`config.mk`:
```
export PLATFORM = sky130hd
export DESIGN_NAME = annexb_parameter_set_extractor
export DESIGN_NICKNAME = d
export VERILOG_FILES = /design/src/aps_pkg.sv /design/src/aps_front.sv /design/src/aps_cmd_queue.sv /design/src/aps_back.sv /design/src/annexb_parameter_set_extractor.sv
export SDC_FILE = /design/constraint.sdc
export NUM_CORES = 1
export LEC_CHECK = 0
export BUFFER_PORTS_ARGS = -buffer_cell sky130_fd_sc_hd__buf_2
export CORE_UTILIZATION = 38
export DETAILED_ROUTE_END_ITERATION = 10
export PLACE_DENSITY_LB_ADDON = 0.1
export RECOVER_POWER = 100
export SETUP_SLACK_MARGIN = 0.5
export SYNTH_ARGS = -nofsm -noshare
export SYNTH_HDL_FRONTEND = slang
export SYNTH_SLANG_ARGS = --single-unit
export TNS_END_PERCENT = 50
```
`constraint.sdc`:
```
create_clock -name i_clk -period 5.6 [get_ports i_clk]
set_input_delay 0.28 -clock i_clk [delete_from_list [all_inputs] [get_ports i_clk]]
set_output_delay 0.28 -clock i_clk [all_outputs]
set_load 0.1 [all_outputs]
```
`src/aps_pkg.sv`:
```
// Shared types and constants for the Annex B parameter-set extractor.
// Used by the scanner, the command queue, the result sequencer and the top level.
// No dependencies.
package aps_pkg;

    // Codec selections held in the mode register.
    localparam logic [1:0] CODEC_H264 = 2'd0;
    localparam logic [1:0] CODEC_H265 = 2'd1;
    localparam logic [1:0] CODEC_JPEG = 2'd2;

    // NAL unit types of interest.
    localparam logic [4:0] H264_SPS = 5'd7;
    localparam logic [4:0] H264_PPS = 5'd8;
    localparam logic [4:0] H264_IDR = 5'd5;
    localparam logic [5:0] H265_VPS = 6'd32;
    localparam logic [5:0] H265_SPS = 6'd33;
    localparam logic [5:0] H265_PPS = 6'd34;
    localparam logic [5:0] H265_IDR_W_RADL = 6'd19;
    localparam logic [5:0] H265_IDR_N_LP = 6'd20;

    // Start code terminator byte.
    localparam logic [7:0] START_CODE_ONE = 8'h01;

    // Command queue geometry.
    localparam int QUEUE_DEPTH = 4;
    localparam int QUEUE_AW = $clog2(QUEUE_DEPTH);
    localparam int QUEUE_CW = $clog2(QUEUE_DEPTH + 1);

    // Result kinds.
    localparam logic KIND_COPY = 1'b0;
    localparam logic KIND_SUMMARY = 1'b1;

    // One command describes all results caused by one input beat, in order:
    // leading zeros, the start code byte 01, a data byte, trailing zeros, summary.
    typedef struct packed {
        logic [1:0] pre_zeros;
        logic       emit_one;
        logic       emit_byte;
        logic [7:0] data;
        logic [1:0] post_zeros;
        logic       summary;
        logic       keyframe;
        logic       found;
    } t_cmd;

endpackage

```
`src/aps_front.sv`:
```
// Byte scanner: finds start codes, types NAL unit headers and builds at most one
// result command per input beat. Holds the codec mode register.
// Depends on aps_pkg.
module aps_front
    import aps_pkg::*;
(
    input  logic       i_clk,
    input  logic       i_rst_n,
    input  logic       i_cfg_wr_en,
    input  logic [1:0] i_cfg_wr_data,
    input  logic       i_accept,
    input  logic [7:0] i_stream_byte,
    input  logic       i_final_byte,
    output logic       o_cmd_valid,
    output t_cmd       o_cmd
);

    logic [1:0] r_codec_mode;
    logic [1:0] r_zero_run, n_zero_run;
    logic       r_awaiting, n_awaiting;
    logic [2:0] r_sc_len, n_sc_len;
    logic       r_copying, n_copying;
    logic       r_keyframe, n_keyframe;
    logic       r_found, n_found;

    logic [4:0] h264_type;
    logic [5:0] h265_type;
    logic       hdr_copy;
    logic       hdr_key;
    logic       active;
    t_cmd       cmd;

    // Header classification by codec.
    always_comb begin
        h264_type = i_stream_byte[4:0];
        h265_type = i_stream_byte[6:1];
        hdr_copy  = 1'b0;
        hdr_key   = 1'b0;
        unique case (r_codec_mode)
            CODEC_H264: begin
                hdr_copy = (h264_type == H264_SPS) || (h264_type == H264_PPS);
                hdr_key  = (h264_type == H264_IDR);
            end
            CODEC_H265: begin
                hdr_copy = (h265_type == H265_VPS) || (h265_type == H265_SPS)
                        || (h265_type == H265_PPS);
                hdr_key  = (h265_type == H265_IDR_W_RADL) || (h265_type == H265_IDR_N_LP);
            end
            default: begin
                hdr_copy = 1'b0;
                hdr_key  = 1'b0;
            end
        endcase
        active = (r_codec_mode == CODEC_H264) || (r_codec_mode == CODEC_H265);
    end

    // Scan state update and command build for the accepted beat.
    always_comb begin
        n_zero_run = r_zero_run;
        n_awaiting = r_awaiting;
        n_sc_len   = r_sc_len;
        n_copying  = r_copying;
        n_keyframe = r_keyframe;
        n_found    = r_found;
        cmd        = '0;
        if (i_accept) begin
            if (r_awaiting) begin
                n_awaiting = 1'b0;
                if (i_stream_byte == 8'd0) begin
                    n_copying  = 1'b0;
                    n_zero_run = 2'd1;
                end else begin
                    if (hdr_key) begin
                        n_keyframe = 1'b1;
                    end
                    if (hdr_copy) begin
                        cmd.pre_zeros = 2'(r_sc_len - 3'd1);
                        cmd.emit_one  = 1'b1;
                        cmd.emit_byte = 1'b1;
                        cmd.data      = i_stream_byte;
                        n_found       = 1'b1;
                    end
                    n_copying  = hdr_copy;
                    n_zero_run = 2'd0;
                end
            end else if (i_stream_byte == 8'd0) begin
                if (r_zero_run == 2'd3) begin
                    // Extra zero releases the oldest held zero to the current unit.
                    if (r_copying) begin
                        cmd.pre_zeros = 2'd1;
                    end
                end else begin
                    n_zero_run = r_zero_run + 2'd1;
                end
            end else if (i_stream_byte == START_CODE_ONE && r_zero_run >= 2'd2
                         && !(i_final_byte && r_zero_run == 2'd2)) begin
                n_sc_len   = {1'b0, r_zero_run} + 3'd1;
                n_awaiting = 1'b1;
                n_copying  = 1'b0;
                n_zero_run = 2'd0;
            end else begin
                // Held zeros belong to the current unit.
                if (r_copying) begin
                    cmd.pre_zeros = r_zero_run;
                    cmd.emit_byte = 1'b1;
                    cmd.data      = i_stream_byte;
                end
                n_zero_run = 2'd0;
            end

            // End of buffer: flush held zeros, report, clear the scan.
            if (i_final_byte) begin
                cmd.post_zeros = n_copying ? n_zero_run : 2'd0;
                cmd.summary    = 1'b1;
                cmd.keyframe   = active & n_keyframe;
                cmd.found      = active & n_found;
                n_zero_run     = 2'd0;
                n_awaiting     = 1'b0;
                n_sc_len       = 3'd0;
                n_copying      = 1'b0;
                n_keyframe     = 1'b0;
                n_found        = 1'b0;
            end
        end
    end

    assign o_cmd       = cmd;
    assign o_cmd_valid = i_accept && (cmd.pre_zeros != 2'd0 || cmd.emit_one || cmd.emit_byte
                                      || cmd.post_zeros != 2'd0 || cmd.summary);

    // Mode register.
    always_ff @(posedge i_clk) begin
        if (!i_rst_n) begin
            r_codec_mode <= CODEC_H264;
        end else if (i_cfg_wr_en) begin
            r_codec_mode <= i_cfg_wr_data;
        end
    end

    // Scan state registers.
    always_ff @(posedge i_clk) begin
        if (!i_rst_n) begin
            r_zero_run <= 2'd0;
            r_awaiting <= 1'b0;
            r_sc_len   <= 3'd0;
            r_copying  <= 1'b0;
            r_keyframe <= 1'b0;
            r_found    <= 1'b0;
        end else begin
            r_zero_run <= n_zero_run;
            r_awaiting <= n_awaiting;
            r_sc_len   <= n_sc_len;
            r_copying  <= n_copying;
            r_keyframe <= n_keyframe;
            r_found    <= n_found;
        end
    end

endmodule

```
`src/aps_cmd_queue.sv`:
```
// Short command queue between the scanner and the result sequencer.
// Depends on aps_pkg.
module aps_cmd_queue
    import aps_pkg::*;
(
    input  logic i_clk,
    input  logic i_rst_n,
    input  logic i_wr_en,
    input  t_cmd i_wr_cmd,
    input  logic i_rd_en,
    output t_cmd o_head,
    output logic o_empty,
    output logic o_full
);

    t_cmd                r_mem [QUEUE_DEPTH];
    logic [QUEUE_AW-1:0] r_wr_ptr;
    logic [QUEUE_AW-1:0] r_rd_ptr;
    logic [QUEUE_CW-1:0] r_count;
    logic                do_wr;
    logic                do_rd;

    assign o_empty = (r_count == QUEUE_CW'(0));
    assign o_full  = (r_count == QUEUE_CW'(QUEUE_DEPTH));
    assign do_wr   = i_wr_en && !o_full;
    assign do_rd   = i_rd_en && !o_empty;
    assign o_head  = r_mem[r_rd_ptr];

    // Storage.
    always_ff @(posedge i_clk) begin
        if (do_wr) begin
            r_mem[r_wr_ptr] <= i_wr_cmd;
        end
    end

    // Pointers and occupancy.
    always_ff @(posedge i_clk) begin
        if (!i_rst_n) begin
            r_wr_ptr <= '0;
            r_rd_ptr <= '0;
            r_count  <= '0;
        end else begin
            if (do_wr) begin
                r_wr_ptr <= r_wr_ptr + QUEUE_AW'(1);
            end
            if (do_rd) begin
                r_rd_ptr <= r_rd_ptr + QUEUE_AW'(1);
            end
            if (do_wr && !do_rd) begin
                r_count <= r_count + QUEUE_CW'(1);
            end else if (do_rd && !do_wr) begin
                r_count <= r_count - QUEUE_CW'(1);
            end
        end
    end

endmodule

```
`src/aps_back.sv`:
```
// Result sequencer: expands each queued command into result beats, one per cycle
// unless a held output stalls it, via a registered output stage. Depends on aps_pkg.
module aps_back
    import aps_pkg::*;
(
    input  logic       i_clk,
    input  logic       i_rst_n,
    input  t_cmd       i_head,
    input  logic       i_q_empty,
    output logic       o_q_pop,
    input  logic       pop,
    output logic       empty,
    output logic       o_result_kind,
    output logic [7:0] o_copied_byte,
    output logic       o_keyframe_seen,
    output logic       o_params_found,
    output logic       o_last_result
);

    t_cmd       r_cmd, n_cmd;
    logic       r_busy, n_busy;
    logic       r_out_valid;
    logic       r_kind;
    logic [7:0] r_byte;
    logic       r_kf;
    logic       r_pf;
    logic       r_last;

    logic       out_free;
    logic       step;
    logic       remain;
    logic       load;
    logic       e_kind;
    logic [7:0] e_byte;
    logic       e_kf;
    logic       e_pf;

    assign out_free = !r_out_valid || pop;
    assign step     = r_busy && out_free;

    // Pick the next result of the working command and retire it.
    always_comb begin
        n_cmd  = r_cmd;
        e_kind = KIND_COPY;
        e_byte = 8'd0;
        e_kf   = 1'b0;
        e_pf   = 1'b0;
        if (step) begin
            if (r_cmd.pre_zeros != 2'd0) begin
                n_cmd.pre_zeros = r_cmd.pre_zeros - 2'd1;
            end else if (r_cmd.emit_one) begin
                e_byte         = START_CODE_ONE;
                n_cmd.emit_one = 1'b0;
            end else if (r_cmd.emit_byte) begin
                e_byte          = r_cmd.data;
                n_cmd.emit_byte = 1'b0;
            end else if (r_cmd.post_zeros != 2'd0) begin
                n_cmd.post_zeros = r_cmd.post_zeros - 2'd1;
            end else begin
                e_kind        = KIND_SUMMARY;
                e_kf          = r_cmd.keyframe;
                e_pf          = r_cmd.found;
                n_cmd.summary = 1'b0;
            end
        end
        remain = (n_cmd.pre_zeros != 2'd0) || n_cmd.emit_one || n_cmd.emit_byte
              || (n_cmd.post_zeros != 2'd0) || n_cmd.summary;
        // Take the next command when idle or when this one just finished.
        load   = !r_busy || (step && !remain);
        n_busy = r_busy;
        if (load) begin
            n_busy = !i_q_empty;
            if (!i_q_empty) begin
                n_cmd = i_head;
            end
        end
    end

    assign o_q_pop = load && !i_q_empty;

    // Working command.
    always_ff @(posedge i_clk) begin
        if (!i_rst_n) begin
            r_busy <= 1'b0;
        end else begin
            r_busy <= n_busy;
        end
    end

    always_ff @(posedge i_clk) begin
        r_cmd <= n_cmd;
    end

    // Output stage valid.
    always_ff @(posedge i_clk) begin
        if (!i_rst_n) begin
            r_out_valid <= 1'b0;
        end else if (step) begin
            r_out_valid <= 1'b1;
        end else if (pop) begin
            r_out_valid <= 1'b0;
        end
    end

    // Output stage payload.
    always_ff @(posedge i_clk) begin
        if (step) begin
            r_kind <= e_kind;
            r_byte <= e_byte;
            r_kf   <= e_kf;
            r_pf   <= e_pf;
            r_last <= !remain;
        end
    end

    assign empty           = !r_out_valid;
    assign o_result_kind   = r_kind;
    assign o_copied_byte   = r_byte;
    assign o_keyframe_seen = r_kf;
    assign o_params_found  = r_pf;
    assign o_last_result   = r_last;

endmodule

```
`src/annexb_parameter_set_extractor.sv`:
```
// Annex B parameter-set extractor: takes one stream byte per cycle as long as
// full is low. The scanner classifies each byte in the cycle it is accepted and
// places a result command in a four-entry queue; the sequencer drains that queue
// at one result beat per cycle unless the output is held, through a registered
// output stage. One byte can cause up to six results (a four-byte start code,
// header and summary), so a burst of copied bytes with a slow consumer fills
// the queue and raises full until the sequencer catches up. The user must write
// the codec mode through i_cfg_wr_en only while the block is idle; the block itself
// does not enforce this. Depends on aps_pkg, aps_front, aps_cmd_queue, aps_back.
module annexb_parameter_set_extractor
    import aps_pkg::*;
(
    input  logic       i_clk,
    input  logic       i_rst_n,
    input  logic       i_cfg_wr_en,
    input  logic [1:0] i_cfg_wr_data,
    input  logic       push,
    output logic       full,
    input  logic [7:0] i_stream_byte,
    input  logic       i_final_byte,
    input  logic       pop,
    output logic       empty,
    output logic       o_result_kind,
    output logic [7:0] o_copied_byte,
    output logic       o_keyframe_seen,
    output logic       o_params_found,
    output logic       o_last_result
);

    logic accept;
    logic cmd_valid;
    t_cmd cmd;
    t_cmd head;
    logic q_empty;
    logic q_pop;

    assign accept = push && !full;

    // Scanner.
    aps_front u_front (
        .i_clk         (i_clk),
        .i_rst_n       (i_rst_n),
        .i_cfg_wr_en   (i_cfg_wr_en),
        .i_cfg_wr_data (i_cfg_wr_data),
        .i_accept      (accept),
        .i_stream_byte (i_stream_byte),
        .i_final_byte  (i_final_byte),
        .o_cmd_valid   (cmd_valid),
        .o_cmd         (cmd)
    );

    // Command queue.
    aps_cmd_queue u_queue (
        .i_clk    (i_clk),
        .i_rst_n  (i_rst_n),
        .i_wr_en  (cmd_valid),
        .i_wr_cmd (cmd),
        .i_rd_en  (q_pop),
        .o_head   (head),
        .o_empty  (q_empty),
        .o_full   (full)
    );

    // Result sequencer.
    aps_back u_back (
        .i_clk           (i_clk),
        .i_rst_n         (i_rst_n),
        .i_head          (head),
        .i_q_empty       (q_empty),
        .o_q_pop         (q_pop),
        .pop             (pop),
        .empty           (empty),
        .o_result_kind   (o_result_kind),
        .o_copied_byte   (o_copied_byte),
        .o_keyframe_seen (o_keyframe_seen),
        .o_params_found  (o_params_found),
        .o_last_result   (o_last_result)
    );

endmodule

```
==> impl_metrics.tcl <==
set metrics [dict create \
    status "finished clean" \
    dieArea_um2 13400 \
    die_x_um 116 \
    clock-sinks 118 \
    insertion_delay_ns 0.41 \
    yosysSeqAreaShare 0.662 \
    wl_per_cell_um 15.7 \
    peakVddDrop_v 0.000166 \
    num-nets-final 400 \
    vias_per_cell 4.93 \
    p_leak_nw 2.02 \
    post_cts_resized 0 \
    slew_violations 0 \
    min_period_over_period 0.739 \
    crit_chain "inv_1 -> ha_1 -> nor2_1 -> a21oi_1 -> a31o_1 -> a211oi_1 -> o21bai_1 -> and2_0" \
    hold_viol 0 \
    grt_usage 0.149 \
    grt_max_degree 27 \
    cp_max_fo 17 \
    ant_nets 0 \
    totalWireLength_mm 8.76 \
    hp-class "in -> reg" \
    synth_cells 336 \
    wl_met2_mm 4.07 \
    max_slew_margin 0.0790 \
    tritoncts "done" \
    seq_area_um2 3260 \
    final_area_um2 5740 \
    powerDensity_nw_per_um2 508 \
    multi_input_area_um2 1510 \
    post_cts_buffers 0 \
    core_area_um2 12600 \
    cts_hold_buf 0 \
    yosysUniqueCellTypes 51 \
    syn_avg_cell_area_um2 14.7 \
    wl_met3_um 242 \
    cts_buffers 17 \
    max_freq_mhz 241 \
    whs_ns 0.128 \
    drt_iter0_markers 174 \
    clk_pin_slew_worst_paths_ns 0.05 \
    rsz0062_at_grt "false" \
    synth.net_count 362 \
    tns_ns 0 \
    die_h_um 116 \
    crit_family "compound AO/OA/AOI/OAI gates" \
    grt_pass1_vias 2777 \
    path_class "reg -> reg" \
    skew_ns 0.00713 \
    worst_pin_slew_ns 1.38 \
    fin_ws_ns 1.46 \
    post-place-ws_ns 2.12 \
    fin_cells 559 \
    ys_ff_latch 118 \
    rows 41 \
    worstPathRequired_ns 5.61 \
    min_period_ns 4.14 \
    first_pass_iters 4 \
    start_kind "flop" \
    utilization 0.455 \
    grt-ovfl-total 0 \
    cp.buffers_inverters 1 \
    synth_area_leaders "edfxtp_1 (55%), dfxtp_1 (11%), mux4_2 (7.8%), and2_1 (3.0%), ha_1 (2.3%)" \
    yosys_warnings 0 \
    synth_top_cell_by_area "edfxtp_1" \
    antenna_found_initial 0 \
    max-clock-path-buffers 2 \
    dpl-instance-area_um2 5240 \
    post-dp-hpwl_mm 5.79 \
    cts_htree_levels 4 \
    highest_layer "met4" \
    synthFlopType "edfxtp_1" \
    setup_viol 0 \
    fillers 1165 \
    drc_errors 0 \
    maxCapViolCount 0 \
    async_flop_share 0 \
    port_buffers 29 \
    slowest_delay_ns 1.13 \
    vias 2757 \
    met1Wirelength_mm 4.29 \
    drive_above_1_share 0.158 \
    ios 30 \
    gp_congestion 0.857 \
    dp.cells 527 \
    synth_edf_count 90 \
    antenna_cells 0 \
    root_buffer "clkbuf_16" \
    cp-end-kind "flop" \
    power_mw 2.92 \
    initial_core_util 0.391 \
    grt_pass1_wl_mm 14.4 \
    syn_to_final_growth_pct 16.4 \
    synth_top_area_frac 0.548 \
    synth_area_um2 4930 \
    slowest_stage "and2_0" \
    arrival_ns 4.15 \
]
==> layer usage <==
layer  vias up  global-route usage
met5         -                   0
met4         0              0.0769
met3        12              0.0392
met2        51               0.231
met1      1348               0.193
li1       1346                   -
==> worst min-delay path, stage by stage <==
cell     delay, ns
buf_2         0.07
mux2i_1       0.05
nor2b_1       0.09
==> synth_stat cells (2+ instances only) <==
cell and number:
o21ai_0 11, ha_1 9, and2_1 24, nand2_1 24, edfxtp_1 90, mux4_2 17
nor3_1 9, a2111oi_0 2, a31o_2 2, nor3b_1 4, and3_1 5, nor2b_1 13
a31oi_1 5, a21oi_1 11, mux2i_1 6, nor2_1 10, inv_1 17, a22oi_1 3
nand2b_1 3, a21boi_0 2, or3_1 3, clkbuf_1 7, xor2_1 3, o22ai_1 2
dfxtp_1 28
==> final timing paths <==
path	start	slack, ns	endpoint	cells after the start
setup / recovery	u_front.r_zero_run[0]	1.46	u_queue.r_mem[0][12]	8
hold / removal	i_cfg_wr_data[1]	0.13	u_front.r_codec_mode[1]	3
setup reg to reg	u_front.r_zero_run[0]	1.46	u_queue.r_mem[0][12]	8
hold reg to reg	u_front.r_found	0.45	u_front.r_found	2
==> layout by cell type, fill, tap and decap left out, types with 2 or more instances in the layout <==
cell and count:
o22ai_1 2, xor2_1 3, edfxtp_1 90, dfxtp_1 28
clkinvlp_4 2, bufinv_16 2, nor2b_1 13, a21oi_1 11
a211oi_1 2, clkinv_1 2, a2111oi_0 2, clkbuf_16 17
and3_1 5, nor3b_1 4, nor2_1 10, mux2i_1 6
and2_0 21, nor3_1 9, a21boi_0 2, a22oi_1 3
inv_1 17, ha_1 9, buf_2 15, o21ai_0 11
a31oi_1 5, clkbuf_1 19, and2_1 3, nand2_1 24
clkinv_2 3, nand2b_1 3, nor4_1 2, mux4_2 17
or3_1 3
==> registers in the layout, indices dropped and copies added, names as in the netlist, named ones only <==
name / cells
u_back.r_busy: 1
u_front.r_zero_run: 2
u_front.r_found: 1
u_back.o_keyframe_seen: 1
u_front.r_keyframe: 1
u_queue.r_wr_ptr: 2
u_back.o_params_found: 1
u_back.o_result_kind: 1
u_front.r_copying: 1
u_front.r_sc_len: 2
u_queue.r_rd_ptr: 2
u_front.r_awaiting: 1
u_queue.r_count: 3
u_back.o_last_result: 1
u_back.o_copied_byte: 8
u_back.r_out_valid: 1
u_back.r_cmd: 17
u_front.r_codec_mode: 2
u_queue.r_mem: 68
==> cell families after synthesis <==
kind of cell / count (synthesis) / synth area share
DFF: 118 / 0.662
buffers and inverters: 28 / 0.0239
and+or+nand+nor: 104 / 0.119
AOI/OAI and AO/OA: 49 / 0.0713
muxes: 23 / 0.0898
adders and majority gates: 10 / 0.0269
xor gates and xnor gates: 4 / 0.00711
==> power breakdown <==
part           leakage, nW  total, mW  internal [mW]  switching (mW)
sequential            1.12       1.19           1.11          0.0829
clock                0.263       1.01          0.648           0.359
combinational        0.639      0.717          0.209           0.508
==> cell type report <==
cell class,instances,share of cell area
timing repair buffer,30,0.0236
clock inverter,10,0.0185
sequential,118,0.569
inverter,17,0.0111
clock buffer,22,0.0774
tap,172,0.0375
multi-input combinational,190,0.263
Power figures use the tool's default switching activity.
